### src/lz77_hash_compressor_macros.svh
// Assertion macros for the LZ77 hash compressor.
// Used by the top level; needs a clk and an active-low rst_n in scope.
`ifndef LZ77_HASH_COMPRESSOR_MACROS_SVH
`define LZ77_HASH_COMPRESSOR_MACROS_SVH

// Same-cycle implication, checked outside reset.
`define LZC_ASSERT_NOW(lbl, ante, cons) \
  lbl: assert property (@(posedge clk) disable iff (!rst_n) (ante) |-> (cons)) \
    else $error("lzc assertion failed");

// Next-cycle implication, checked outside reset.
`define LZC_ASSERT_NEXT(lbl, ante, cons) \
  lbl: assert property (@(posedge clk) disable iff (!rst_n) (ante) |=> (cons)) \
    else $error("lzc assertion failed");

`endif

### src/lzc_pkg.sv
// Shared types and constants of the LZ77 hash compressor.
// No dependencies; used by the top level, lzc_hash and lzc_packer.
package lzc_pkg;

  localparam int HISTORY_BYTES_DEF = 131072;
  localparam int HASH_BITS_MAX_DEF = 16;
  localparam int MAX_DISTANCE_DEF  = 65535;

  localparam logic [31:0] HASH_MUL   = 32'd2654435761;
  localparam logic [7:0]  TOK_EXT    = 8'hFF;
  localparam logic [7:0]  TOK_SHORT  = 8'h80;
  localparam logic [7:0]  RUN_CAP    = 8'd127;
  localparam logic [8:0]  SHORT_CAP  = 9'd129;
  localparam logic [8:0]  MIN_MATCH  = 9'd4;
  localparam logic [8:0]  MATCH_CEIL = 9'd258;
  localparam logic [4:0]  TBITS_MIN  = 5'd10;

  localparam logic [1:0] CFG_MAX_MATCH = 2'd0;
  localparam logic [1:0] CFG_ALLOW_EXT = 2'd1;
  localparam logic [1:0] CFG_TBITS     = 2'd2;

  typedef enum logic [4:0] {
    S_CLR, S_IDLE, S_CHECK, S_FETCH, S_HASH, S_TRD, S_TWR, S_CISS, S_CCMP,
    S_MDEC, S_LIT, S_EP, S_EP_RD, S_EP_WR, S_TOK, S_FIN, S_DONE
  } state_t;

  typedef struct packed {
    logic       byte_v;
    logic [7:0] data;
    logic       flush;
    logic       eos;
  } pk_cmd_t;

  typedef struct packed {
    logic byte_rdy;
    logic flush_rdy;
    logic has_data;
  } pk_stat_t;

endpackage

### src/lzc_hash.sv
// Shared multiplicative hash unit: registered 32x32 product, slot select.
// Depends on lzc_pkg for the multiplier constant.
module lzc_hash #(
  parameter int HB = 16
) (
  input  logic          clk,
  input  logic          load,
  input  logic [31:0]   word,
  input  logic [4:0]    tbits,
  output logic [HB-1:0] slot
);

  logic [31:0] prod_r;
  logic [5:0]  sh;
  logic [31:0] shifted;

  always_ff @(posedge clk) begin
    if (load) begin
      prod_r <= 32'(word * lzc_pkg::HASH_MUL);
    end
  end

  assign sh      = 6'd32 - {1'b0, tbits};
  assign shifted = prod_r >> sh;
  assign slot    = shifted[HB-1:0];

endmodule

### config.mk
export PLATFORM = sky130hd
export DESIGN_NAME = lzc_hash
export DESIGN_NICKNAME = d
export VERILOG_FILES = /design/src/lz77_hash_compressor_macros.svh /design/src/lzc_pkg.sv /design/src/lzc_hash.sv
export SDC_FILE = /design/constraint.sdc
export NUM_CORES = 1
export LEC_CHECK = 0
export ABC_AREA = 1
export BUFFER_PORTS_ARGS = -buffer_cell sky130_fd_sc_hd__buf_2
export CAP_MARGIN = 20
export CORE_MARGIN = 5
export CORE_UTILIZATION = 35
export CTS_CLUSTER_DIAMETER = 80
export DETAILED_ROUTE_END_ITERATION = 7
export PLACE_DENSITY_LB_ADDON = 0.2
export SLEW_MARGIN = 10
export SYNTH_ARGS = -nofsm -noshare
export SYNTH_HDL_FRONTEND = slang
export SYNTH_SLANG_ARGS = --single-unit
### constraint.sdc
create_clock -name clk -period 17.3 [get_ports clk]
set_clock_uncertainty 0.1 [all_clocks]
set_input_delay 0.865 -clock clk [delete_from_list [all_inputs] [get_ports clk]]
set_output_delay 0.865 -clock clk [all_outputs]
set_load 0.02 [all_outputs]
==> impl_results.md <==
* Mapped Cells at 1412
* Number of fillers in the final layout at 3570
* Setup_tns at 0 ps
* Largest cells by area after synthesis: fa_1, ha_1, inv_1
* Post-CTS sizing at 0
* Outcome: complete, no violations
* Avg Cell Area, Syn at 8.32 um^2
* Area Overhead vs Synth at 7.49%
* CTS Buf Count at 5
* Final ANT Viol Nets at 0
* Setup Crit Path Kind: in2reg
* Final period util at 0.407
* Core Rows at 67
* GPL Wtd Cong at 0.890
* Final Hold Fails at 0
* Register bank with the most flops: prod_r
* Die H at 193 um
* DRC at 0
* Syn. warnings at 0
* MaxCap Viol Count at 0
* Remaining global-route overflow at 0
* Fin crit period at 7050 ps
* Final net count at 1884
* Critical Path Source Type: primary input
* Setup violations, final at 0
* Vias per cell at 4.61
* Core area at 33400 um^2
* DR iter-0 viols at 300
* Fin. max-slew vios at 0
* Yosys top cell area share at 0.348
* Share of post-route cells with drive strength above 1 at 0.0502
* Avg WL per Cell at 16.2 um
* RSZ-0062 raised after global routing: no
* First-pass GRT wire length at 49.8 mm
* Diode count at 0
* Initial antenna violation count at 0
* Net Count, Synth at 1843
* Vias in the first global route at 9322
* Largest area contributor in the netlist: fa_1
* Initial cell density of the core at 0.352
* Die area at 37300 um^2
* DR vias at 8755
* Most frequent cells in the layout: inv_1, nand2_1, fa_1
* IO Port Bufs at 54
* CP Max Fanout at 9
* Hold Path Class: in2reg
* Gr usage total at 0.165
* Die width at 193 um
* Worst Path Required at 17230 ps
* Io pins at 55
* Seq/Total Area, Yosys at 0.0818
* First drt pass iteration count at 4
* Worst-Margin Slew at 818 ps
* Synthesized flop and latch total at 32
* Mapped Area at 11800 um^2
* Post-DP HPWL at 27.8 mm
* Clk sink count at 32
* Clock transition at path regs at 50 ps
* CTS tree: built
* Slew margin rel. at 0.452
* Commonest non-fill, non-tap cell in the layout: inv_1
* H-tree depth at 2
* CP endpoint kind: register
* Distinct cell type count after synthesis at 35
* Largest register FFs at 32
* Max frequency at 142 MHz
* # Post-CTS Setup Buffers at 0
* Routed WL at 30.8 mm
* Hold Buf Count CTS at 0
* Critical path arrival at 6980 ps
* CTS max path bufs at 2
* Biggest regs: prod_r: 32 flops
* Root Driver: clkbuf_16
* Largest net degree at the start of global routing at 34
## worst paths after layout
kind,from,end,slack (ps),cells after the start
max,word[5],prod_r[31],10250,26
min,word[3],prod_r[3],920,1
## layer usage
metal  vias up  wire [um]  share of wire  GRT usage
met5         -          0              0          0
met4         0        484          0.016     0.0247
met3        18        746          0.024     0.0129
met2        92      15900           0.51      0.306
met1      4254      13700           0.45      0.216
li1       4391          -              -          -
## synthesized netlist by cell type
| cell type | count |
|---|---|
| a31oi_1 | 7 |
| a21o_1 | 4 |
| clkbuf_2 | 1 |
| nand3b_1 | 3 |
| inv_1 | 396 |
| buf_4 | 5 |
| or2_0 | 1 |
| xor2_1 | 20 |
| a21oi_1 | 46 |
| edfxtp_1 | 32 |
| a41oi_1 | 1 |
| o31ai_1 | 1 |
| buf_2 | 9 |
| o211ai_1 | 11 |
| o21a_1 | 6 |
| or2_2 | 3 |
| nand3_2 | 1 |
| nor2_1 | 33 |
| nand2_1 | 266 |
| o21bai_1 | 3 |
| nor4_1 | 1 |
| o21ai_0 | 55 |
| o21ai_1 | 1 |
| inv_2 | 3 |
| fa_1 | 204 |
| clkbuf_1 | 9 |
| mux2i_1 | 7 |
| nor3_1 | 5 |
| xnor2_2 | 1 |
| nand4_1 | 3 |
| xnor2_1 | 13 |
| a22oi_1 | 1 |
| xor2_2 | 1 |
| ha_1 | 188 |
| nand3_1 | 71 |
## layout make-up
class | count | area [um^2] | share of cell area
multi-input combinational | 957 | 9180 | 0.727
tap | 448 | 561 | 0.0444
inverter | 399 | 1500 | 0.119
timing repair buffer | 58 | 300 | 0.0238
clock inverter | 2 | 7.51 | 0.000594
clock buffer | 5 | 125 | 0.00991
sequential | 32 | 961 | 0.0761
## worst max-delay path, cell delays in order
cell	delay, ps
buf_2	290
inv_1	180
fa_1	530
inv_1	50
fa_1	380
fa_1	490
inv_1	50
fa_1	470
inv_1	50
fa_1	490
inv_1	50
fa_1	520
inv_1	50
fa_1	470
inv_1	50
fa_1	470
inv_1	40
ha_1	360
nand2_1	80
o21ai_0	340
a21oi_1	140
or2_2	290
nand3_1	90
inv_1	40
nand3_1	70
nand2_1	50
## cells by family (layout without fill, tap and decap cells)
kind of cell | after synthesis | count (layout) | synth area share
xor+xnor | 35 | 35 | 0.0274
flops | 32 | 32 | 0.0818
compound gates | 136 | 136 | 0.0645
buf+inv | 423 | 464 | 0.138
simple gates | 387 | 387 | 0.135
mux | 7 | 7 | 0.00596
fa+ha+maj | 392 | 392 | 0.548
## stage by stage
stage / utilization / worst slack (ps) / area (um^2) / hold slack (ps) / std cells
floorplan: - / 10670 / 11800 / 864 / 1412
global placement: 0.375 / 9940 / 12500 / 1200 / 1894
detailed placement: 0.375 / 9940 / 12500 / 1200 / 1894
CTS: 0.379 / 10230 / 12600 / 910 / 1901
global route: 0.379 / 9810 / 12600 / 913 / 1901
finish: 0.379 / 10250 / 12600 / 918 / 1901
Power is not shown: default switching activity piles up to over one toggle a cycle in this logic, so the estimate is an artifact.
