File: src/lz77_hash_compressor_macros.svh
// Assertion macros for the LZ77 hash compressor.
// Used by the top level; needs a clk and an active-low rst_n in scope.
`ifndef LZ77_HASH_COMPRESSOR_MACROS_SVH
`define LZ77_HASH_COMPRESSOR_MACROS_SVH

// Same-cycle implication, checked outside reset.
`define LZC_ASSERT_NOW(lbl, ante, cons) \
  lbl: assert property (@(posedge clk) disable iff (!rst_n) (ante) |-> (cons)) \
    else $error("lzc assertion failed");

// Next-cycle implication, checked outside reset.
`define LZC_ASSERT_NEXT(lbl, ante, cons) \
  lbl: assert property (@(posedge clk) disable iff (!rst_n) (ante) |=> (cons)) \
    else $error("lzc assertion failed");

`endif

File: src/lzc_pkg.sv
// Shared types and constants of the LZ77 hash compressor.
// No dependencies; used by the top level, lzc_hash and lzc_packer.
package lzc_pkg;

  localparam int HISTORY_BYTES_DEF = 131072;
  localparam int HASH_BITS_MAX_DEF = 16;
  localparam int MAX_DISTANCE_DEF  = 65535;

  localparam logic [31:0] HASH_MUL   = 32'd2654435761;
  localparam logic [7:0]  TOK_EXT    = 8'hFF;
  localparam logic [7:0]  TOK_SHORT  = 8'h80;
  localparam logic [7:0]  RUN_CAP    = 8'd127;
  localparam logic [8:0]  SHORT_CAP  = 9'd129;
  localparam logic [8:0]  MIN_MATCH  = 9'd4;
  localparam logic [8:0]  MATCH_CEIL = 9'd258;
  localparam logic [4:0]  TBITS_MIN  = 5'd10;

  localparam logic [1:0] CFG_MAX_MATCH = 2'd0;
  localparam logic [1:0] CFG_ALLOW_EXT = 2'd1;
  localparam logic [1:0] CFG_TBITS     = 2'd2;

  typedef enum logic [4:0] {
    S_CLR, S_IDLE, S_CHECK, S_FETCH, S_HASH, S_TRD, S_TWR, S_CISS, S_CCMP,
    S_MDEC, S_LIT, S_EP, S_EP_RD, S_EP_WR, S_TOK, S_FIN, S_DONE
  } state_t;

  typedef struct packed {
    logic       byte_v;
    logic [7:0] data;
    logic       flush;
    logic       eos;
  } pk_cmd_t;

  typedef struct packed {
    logic byte_rdy;
    logic flush_rdy;
    logic has_data;
  } pk_stat_t;

endpackage

File: src/lzc_packer.sv
// Byte packer: gathers bytes into 64-bit little-endian words, output register.
// Depends on lzc_pkg for the command and status structs.
module lzc_packer (
  input  logic              clk,
  input  logic              rst_n,
  input  lzc_pkg::pk_cmd_t  cmd,
  output lzc_pkg::pk_stat_t stat,
  output logic              out_valid,
  input  logic              out_stall,
  output logic [63:0]       out_bytes,
  output logic [3:0]        out_byte_count,
  output logic              out_last_of_run,
  output logic              out_end_of_stream
);

  logic [63:0] acc_r, acc_nxt;
  logic [3:0]  cnt_r, cnt_nxt;
  logic        ov_r, ov_nxt;
  logic [63:0] od_r;
  logic [3:0]  ocnt_r;
  logic        olast_r, oeos_r;
  logic        out_free, load, load_last, load_eos;

  assign out_free       = !ov_r || !out_stall;
  assign stat.byte_rdy  = (cnt_r != 4'd8) || out_free;
  assign stat.flush_rdy = out_free;
  assign stat.has_data  = (cnt_r != 4'd0);

  always_comb begin
    acc_nxt   = acc_r;
    cnt_nxt   = cnt_r;
    load      = 1'b0;
    load_last = 1'b0;
    load_eos  = 1'b0;
    if (cmd.byte_v && stat.byte_rdy) begin
      priority if (cnt_r == 4'd8) begin
        // hold a full word until we know whether it ends the run
        load    = 1'b1;
        acc_nxt = {56'd0, cmd.data};
        cnt_nxt = 4'd1;
      end else if (cnt_r == 4'd0) begin
        acc_nxt = {56'd0, cmd.data};
        cnt_nxt = 4'd1;
      end else begin
        acc_nxt[cnt_r[2:0]*8 +: 8] = cmd.data;
        cnt_nxt = cnt_r + 4'd1;
      end
    end else if (cmd.flush && stat.flush_rdy) begin
      load      = 1'b1;
      load_last = 1'b1;
      load_eos  = cmd.eos;
      cnt_nxt   = 4'd0;
    end
    if (load) begin
      ov_nxt = 1'b1;
    end else if (!out_stall) begin
      ov_nxt = 1'b0;
    end else begin
      ov_nxt = ov_r;
    end
  end

  always_ff @(posedge clk) begin
    if (!rst_n) begin
      cnt_r <= 4'd0;
      ov_r  <= 1'b0;
    end else begin
      cnt_r <= cnt_nxt;
      ov_r  <= ov_nxt;
    end
    acc_r <= acc_nxt;
    if (load) begin
      od_r    <= acc_r;
      ocnt_r  <= cnt_r;
      olast_r <= load_last;
      oeos_r  <= load_eos;
    end
  end

  assign out_valid         = ov_r;
  assign out_bytes         = od_r;
  assign out_byte_count    = ocnt_r;
  assign out_last_of_run   = olast_r;
  assign out_end_of_stream = oeos_r;

endmodule
File: config.mk
export PLATFORM = sky130hd
export DESIGN_NAME = lzc_packer
export DESIGN_NICKNAME = d
export VERILOG_FILES = /design/src/lz77_hash_compressor_macros.svh /design/src/lzc_pkg.sv /design/src/lzc_packer.sv
export SDC_FILE = /design/constraint.sdc
export NUM_CORES = 1
export LEC_CHECK = 0
export BUFFER_PORTS_ARGS = -buffer_cell sky130_fd_sc_hd__clkbuf_2
export CORE_MARGIN = 2
export CORE_UTILIZATION = 60
export CTS_CLUSTER_DIAMETER = 100
export DETAILED_ROUTE_END_ITERATION = 8
export GPL_ROUTABILITY_DRIVEN = 0
export HOLD_SLACK_MARGIN = 0.02
export MAX_ROUTING_LAYER = met4
export PLACE_DENSITY = 0.93
export RECOVER_POWER = 25
export SYNTH_ARGS = -nofsm -noshare
export SYNTH_HDL_FRONTEND = slang
export SYNTH_SLANG_ARGS = --single-unit
File: constraint.sdc
create_clock -name clk -period 13.3 [get_ports clk]
set_clock_uncertainty 0.15 [all_clocks]
set_input_delay 1.995 -clock clk [delete_from_list [all_inputs] [get_ports clk]]
set_output_delay 1.995 -clock clk [all_outputs]
set_load 0.02 [all_outputs]
==> out/qor_table.md, run 1 <==
| Metric | This run | Unit |
|---|---|---|
| Die extent in x | 98.7 | um |
| Endpoints failing hold | 0 | - |
| TritonCTS clock tree | yes | - |
| Port Buffers | 87 | - |
| Most used standard cell by instance count after synthesis | sky130_fd_sc_hd__edfxtp_1 | - |
| Number of max-cap violations | 1 | - |
| Worst Setup Slack, final | 7.84 | ns |
| Element type at the critical path end | output port | - |
| Number of standard cells in the final layout excluding fillers | 600 | - |
| Clock-pin slew on the worst setup and hold paths | 0.06 | ns |
| Post-synthesis sequential area ratio | 76.7 | % |
| Worst hold slack | 0.274 | ns |
| Synthesized area divided by synthesized cell count | 14.0 | um2 |
| Maximum number of pins on one net before global-route repair | 71 | - |
| Final cycle utilization of the critical path | 41.1 | % |
| Static leakage power | 2.41 | nW |
| Detailed-route DRC error count | 0 | - |
| Starting density of the core | 61.7 | % |
| Core area | 8720 | um2 |
| Detailed-routed wire length on met2 | 6270 | um |
| Antenna-violating nets left | 0 | - |
| Synth unique cells | 34 | - |
| Number of top-level pins | 88 | - |
| Aggregate global-route resource usage | 27.9 | % |
| R2R Path End | out_bytes[47]$_DFFE_PP_ | - |
| CTS Buf Count | 17 | - |
| Worst-case reg-to-reg path depth | 6 | - |
| RSZ-0062 raised after global routing | no | - |
| Post-cts gate resize count | 0 | - |
| Via count of the first global-routing pass | 3590 | - |
| Worst setup path startpoint | cnt_r[0]$_SDFFE_PN0P_ | - |
| H-tree Lvls | 4 | - |
| FP Rows | 34 | - |
| Share of flip-flops with an asynchronous set or reset after synthesis | 0 | % |
| Max Transition Viols Final | 24 | - |
| Synth top cells by count | sky130_fd_sc_hd__edfxtp_1 (134), sky130_fd_sc_hd__nand2_1 (81), sky130_fd_sc_hd__a21oi_1 (45) | - |
| Final worst path period need | 5.46 | ns |
| First-pass GRT wire length | 19800 | um |
| Number of cells in the design after placement | 568 | - |
| Startpoint of the worst hold path | acc_r[5]$_DFFE_PP_ | - |
| Count of mapped cells out of synthesis | 385 | - |
| Total design power | 1.10 | mW |
| Area enclosed by the die boundary | 9740 | um2 |
| Share of final-layout standard cells stronger than drive strength 1 | 26.2 | % |
| Leftover overflow at the end of global routing | 0 | - |
| Initial DRC count | 609 | - |
| Length of the first detailed-routing pass in iterations | 5 | - |
| Layout-stage area growth over the synthesis result | 21.6 | % |
| Synth Flop Type | sky130_fd_sc_hd__edfxtp_1 | - |
| Worst Setup Start Kind | flip-flop | - |
| FMAX | 183 | MHz |
| Number of buffers inserted to repair setup after CTS | 0 | - |
| Synth Cell Area | 5380 | um2 |
| Worst IR Drop VDD | 0.000100 | V |
| Die outline height | 98.7 | um |
| Total negative slack for setup checks | 0 | ns |
| Routed metal-1 wirelength | 4470 | um |
| Hold EP | out_bytes[5]$_DFFE_PP_ | - |
| Area share of the largest cell type after synthesis | 74.8 | % |
| Number of instances on the worst hold path | 0 | - |
| Initial antenna violation count | 0 | - |
| Insertion delay of the later-clocked pin in the worst-skew pair | 0.53 | ns |
| Critical path data arrival time | 3.32 | ns |
| Antenna diodes | 0 | - |
| R2r setup slk | 9.23 | ns |
| Most area-consuming cells after synthesis | sky130_fd_sc_hd__edfxtp_1 (75%), sky130_fd_sc_hd__nand2_1 (5.7%), sky130_fd_sc_hd__a21oi_1 (4.2%) | - |
| Vias per Instance | 6.22 | - |
| Crit Path Category | flip-flop to output port | - |
| Synth Net Count | 402 | - |
| Count of vias placed by the detailed router | 3734 | - |
| Worst slew margin | -10.7 | % |
| Total Nets Final | 496 | - |
| Uppermost routed layer | met4 | - |
| Largest area contributor in the netlist | sky130_fd_sc_hd__edfxtp_1 | - |
| Number of enable-type register cells in the synthesized netlist | 134 | - |
| Hold Buf Count CTS | 0 | - |
| Largest driver fanout on the critical path | 23 | - |
| Final setup viols | 0 | - |
| Number of synthesized register bits | 139 | - |
| Half-perimeter wire length of the detailed placement result | 7080 | um |
| Ratio of total power to cell area | 168 | nW/um2 |
| Tightest Pin Transition | 1.66 | ns |
| CP Data Required Time | 11.15 | ns |
| Number of warnings reported in the yosys synthesis log | 0 | - |
| Class of the worst hold path | flip-flop to flip-flop | - |
| Result of the run | finished with violations | - |
| Clock root buffer master | sky130_fd_sc_hd__clkbuf_8 | - |
| Sinks on the clock net | 139 | - |
| Largest buffer count on any clock path | 2 | - |
| Total detailed-routing wirelength | 12500 | um |
| Worst r2r src | cnt_r[0]$_SDFFE_PN0P_ | - |
| Met3 routed WL | 1340 | um |
| Violated checks | capacitance limit, slew limit | - |
| Worst Setup Slack post-DPL | 8.64 | ns |
| WL/cell | 20.9 | um |
[registers in the layout, indices dropped and copies added (netlist names)]
name               count
out_byte_count         4
out_valid              1
cnt_r                  4
out_end_of_stream      1
out_last_of_run        1
acc_r                 64
out_bytes             64
[worst max path at each step]
stage / end / slack (ns) / cells after the start
2_1_floorplan: out_byte_count[0]$_DFFE_PP_ / 6.83 / 4
3_3_place_gp: stat[2] / 8.70 / 3
3_5_place_dp: stat[2] / 8.64 / 3
4_1_cts: stat[2] / 8.40 / 5
5_1_grt: stat[2] / 7.58 / 5
6_report: stat[2] / 7.84 / 5
[per-stage QoR]
stage	utilization (%)	area, um2
2_1_floorplan	-	5380
3_3_place_gp	67.9	5920
3_5_place_dp	67.9	5920
4_1_cts	75.2	6560
5_1_grt	75.0	6540
6_report	75.0	6540
[cell families (layout without fill, tap and decap cells)]
logic type	Yosys count	after routing	share of synthesized area [%]
DFF	139	139	76.7
adders and majority gates	3	3	0.698
and+or+nand+nor	153	153	14.0
buffers and inverters	19	126	1.53
AOI/OAI and AO/OA	71	71	7.12
[cell usage in the layout (no fill, tap or decap), types with 2 or more instances in the layout]
master	netlist	layout
sky130_fd_sc_hd__nor2_2	2	2
sky130_fd_sc_hd__nand3_1	29	29
sky130_fd_sc_hd__and3_1	2	2
sky130_fd_sc_hd__o21ai_0	11	11
sky130_fd_sc_hd__a21oi_1	45	44
sky130_fd_sc_hd__edfxtp_1	134	134
sky130_fd_sc_hd__clkbuf_1	7	3
sky130_fd_sc_hd__clkinv_2	0	3
sky130_fd_sc_hd__buf_4	1	2
sky130_fd_sc_hd__o21ai_1	8	8
sky130_fd_sc_hd__inv_1	4	4
sky130_fd_sc_hd__inv_6	0	3
sky130_fd_sc_hd__ha_1	3	3
sky130_fd_sc_hd__clkbuf_16	0	16
sky130_fd_sc_hd__nor2b_1	12	12
sky130_fd_sc_hd__nand2_1	81	81
sky130_fd_sc_hd__nand3b_1	9	9
sky130_fd_sc_hd__nand2b_1	3	3
sky130_fd_sc_hd__nand4_1	2	2
sky130_fd_sc_hd__nor2_1	5	5
sky130_fd_sc_hd__clkbuf_2	0	86
sky130_fd_sc_hd__bufinv_16	0	5
sky130_fd_sc_hd__dfxtp_1	5	5
sky130_fd_sc_hd__clkinv_4	0	2
[cell type report]
cell class | count | area (um2)
clock inverters | 14 | 216
inverters | 4 | 15.0
flip-flops and latches | 139 | 4120
repair buffers | 90 | 453
well taps | 108 | 135
multi-input cells | 227 | 1180
clock buffers | 18 | 418
fillers | 494 | 2180
[report_power, final]
group          switching [mW]  total, mW  leakage [nW]  internal [mW]
Combinational          0.0518     0.0695         0.740         0.0178
Sequential             0.0116      0.520          1.36          0.509
Clock                   0.182      0.507         0.310          0.325
[critical path, stage by stage, from the launching register on]
cell and delay, ns:
sky130_fd_sc_hd__dfxtp_1 0.49, sky130_fd_sc_hd__inv_1 0.18, sky130_fd_sc_hd__ha_1 0.23, sky130_fd_sc_hd__nor2b_1 1.29, sky130_fd_sc_hd__nand4_1 0.34, sky130_fd_sc_hd__clkbuf_2 0.25
[routing by layer]
layer,global-route usage [%],up-vias
met4,11.6,0
met1,34.4,1758
li1,-,1611
met2,44.1,317
met3,7.80,48
met5,-,-
Power figures use the tool's default switching activity.
==> run 2, diff against run 1 <==
ABC_AREA = 1   (was not set)
CORE_UTILIZATION = 56   (was 60)
PLACE_DENSITY = 0.88   (was 0.93)
clock period = 5.2 ns   (was 13.3 ns; I/O delays follow)
==> out/qor_table.md, run 2 <==
| Metric | This run | Unit |
|---|---|---|
| Most area-consuming cells after synthesis | sky130_fd_sc_hd__edfxtp_1 (71%), sky130_fd_sc_hd__nand2_1 (6.0%), sky130_fd_sc_hd__nor2_1 (5.0%) | - |
| Synth Net Count | 468 | - |
| Element type at the critical path end | output port | - |
| Synth Cell Area | 5650 | um2 |
| Number of top-level pins | 88 | - |
| Total negative slack for setup checks | 0 | ns |
| Insertion delay of the later-clocked pin in the worst-skew pair | 0.53 | ns |
| Tightest Pin Transition | 1.21 | ns |
| Most common cell after layout, fill and taps aside | sky130_fd_sc_hd__edfxtp_1 | - |
| Post-synthesis sequential area ratio | 72.9 | % |
| Worst IR Drop VDD | 0.000188 | V |
| Antenna-violating nets left | 0 | - |
| TritonCTS clock tree | yes | - |
| Largest driver fanout on the critical path | 28 | - |
| Initial DRC count | 443 | - |
| Synth unique cells | 25 | - |
| Initial antenna violation count | 0 | - |
| Starting density of the core | 57.8 | % |
| Endpoints failing hold | 0 | - |
| Half-perimeter wire length of the detailed placement result | 7070 | um |
| Port Buffers | 87 | - |
| Worst Setup Start Kind | flip-flop | - |
| Worst slew margin | 19.2 | % |
| Hold Buf Count CTS | 0 | - |
| Layout-stage area growth over the synthesis result | 19.3 | % |
| H-tree Lvls | 4 | - |
| Clock root buffer master | sky130_fd_sc_hd__clkbuf_8 | - |
| Area share of the largest cell type after synthesis | 71.2 | % |
| FP Rows | 36 | - |
| Cell chain of the critical path | inv_2, ha_1, inv_1, nor2_8, nand2_1, clkbuf_2 | - |
| Sinks on the clock net | 139 | - |
| RSZ-0062 raised after global routing | no | - |
| Share of final-layout standard cells stronger than drive strength 1 | 23.6 | % |
| Detailed-route DRC error count | 0 | - |
| Synthesized area divided by synthesized cell count | 12.5 | um2 |
| Critical path data arrival time | 2.49 | ns |
| Number of warnings reported in the yosys synthesis log | 0 | - |
| Length of the first detailed-routing pass in iterations | 6 | - |
| Clock-pin slew on the worst setup and hold paths | 0.06 | ns |
| Crit path buf inv count | 3 | - |
| Commonest non-fill, non-tap cells in the layout | sky130_fd_sc_hd__edfxtp_1 (134), sky130_fd_sc_hd__nand2_1 (90), sky130_fd_sc_hd__nor2_1 (76) | - |
| Worst Setup Slack post-DPL | 1.98 | ns |
| Largest area contributor in the netlist | sky130_fd_sc_hd__edfxtp_1 | - |
| Final cycle utilization of the critical path | 65.7 | % |
| Final setup viols | 0 | - |
| Total detailed-routing wirelength | 11300 | um |
| Aggregate global-route resource usage | 22.3 | % |
| Share of flip-flops with an asynchronous set or reset after synthesis | 0 | % |
| Largest buffer count on any clock path | 2 | - |
| Synth Flop Type | sky130_fd_sc_hd__edfxtp_1 | - |
| Crit Path Category | flip-flop to output port | - |
| Maximum number of pins on one net before global-route repair | 59 | - |
| Antenna diodes | 0 | - |
| Count of vias placed by the detailed router | 3759 | - |
| Number of buffers inserted to repair setup after CTS | 0 | - |
| Leftover overflow at the end of global routing | 0 | - |
| Max Transition Viols Final | 0 | - |
| Result of the run | complete, no violations | - |
| Number of max-cap violations | 0 | - |
| First-pass GRT wire length | 18000 | um |
| Critical path's top delay family | buffers and inverters | - |
| Static leakage power | 2.59 | nW |
| Largest incremental delay on the critical path | 0.46 | ns |
| Cell with the largest stage delay on the worst path | sky130_fd_sc_hd__inv_2 | - |
| WL/cell | 16.4 | um |
| Via count of the first global-routing pass | 3597 | - |
| Vias per Instance | 5.46 | - |
| Number of enable-type register cells in the synthesized netlist | 134 | - |
| Core area | 9770 | um2 |
| Most used standard cell by instance count after synthesis | sky130_fd_sc_hd__edfxtp_1 | - |
| Final worst path period need | 3.42 | ns |
| CTS Buf Count | 17 | - |
| Count of mapped cells out of synthesis | 451 | - |
| FMAX | 293 | MHz |
| Number of synthesized register bits | 139 | - |
| Die outline height | 104 | um |
| Die extent in x | 104 | um |
| Ratio of total power to cell area | 399 | nW/um2 |
| Class of the worst hold path | flip-flop to flip-flop | - |
| Post-cts gate resize count | 0 | - |
| Synth top cells by count | sky130_fd_sc_hd__edfxtp_1 (134), sky130_fd_sc_hd__nand2_1 (90), sky130_fd_sc_hd__nor2_1 (76) | - |
| Area enclosed by the die boundary | 10900 | um2 |
| Worst hold slack | 0.272 | ns |
| Worst Setup Slack, final | 1.78 | ns |
| CP Data Required Time | 4.27 | ns |
| Core occupancy in the finished layout | 69.0 | % |
| Total Nets Final | 560 | - |
run 2: cell types whose count changed after synthesis, moves of 4 or more:
cell,before,now
sky130_fd_sc_hd__nor2_1,5,76
sky130_fd_sc_hd__inv_1,4,26
sky130_fd_sc_hd__nor2b_1,12,0
sky130_fd_sc_hd__a21oi_1,45,34
sky130_fd_sc_hd__nand2_1,81,90
sky130_fd_sc_hd__nand3b_1,9,0
sky130_fd_sc_hd__nand3_1,29,21
sky130_fd_sc_hd__o21ai_1,8,0
sky130_fd_sc_hd__buf_6,0,6
sky130_fd_sc_hd__o21ai_0,11,17
sky130_fd_sc_hd__nor3_4,1,6
sky130_fd_sc_hd__clkbuf_1,7,3
sky130_fd_sc_hd__inv_2,0,4
sky130_fd_sc_hd__nor2_4,0,4
run 2: layout make-up:
cell class / count / area (um2)
flip-flops and latches: 139 / 4120
fillers: 646 / 3030
multi-input cells: 266 / 1310
repair buffers: 88 / 435
clock buffers: 17 / 414
clock inverters: 15 / 174
well taps: 133 / 166
inverters: 31 / 119
run 2: path summary, 6_finish.rpt:
path,startpoint,endpoint,slack [ns],depth (start not counted)
worst max-delay path,cnt_r[0]$_SDFFE_PN0P_,stat[0],1.78,6
worst min-delay path,acc_r[4]$_DFFE_PP_,out_bytes[4]$_DFFE_PP_,0.27,0
worst max register to register,cnt_r[0]$_SDFFE_PN0P_,out_bytes[17]$_DFFE_PP_,1.97,8
worst min register to register,acc_r[4]$_DFFE_PP_,out_bytes[4]$_DFFE_PP_,0.27,0
run 2: metal layers:
layer / vias up / GRT usage, % / wire length (um)
met3: 37 / 6.27 / 888
met4: 0 / 9.07 / 286
met5: - / - / 0
met2: 209 / 34.9 / 5630
li1: 1745 / - / -
met1: 1768 / 27.6 / 4470
run 2: logic make-up (layout without fill, tap and decap cells):
kind of cell,Yosys count,count (layout),synth area share (%)
adder cells (fa/ha/maj),3,3,0.664
buffers and inverters,46,151,4.03
AO/OA/AOI/OAI,53,53,5.02
flip-flops,139,139,72.9
AND/OR/NAND/NOR,210,210,17.3
run 2: power breakdown:
part           total [mW]  switching [mW]  internal [mW]
logic               0.185           0.139         0.0459
registers            1.32          0.0250           1.30
clock network        1.19           0.458          0.729
run 2: through the flow:
stage          power [mW]  instance area [um2]  cells
2_1_floorplan        1.47                 5660    451
3_3_place_gp         1.52                 6180    657
3_5_place_dp         1.53                 6180    657
4_1_cts              2.70                 6770    689
5_1_grt              2.77                 6750    689
6_report             2.69                 6750    689
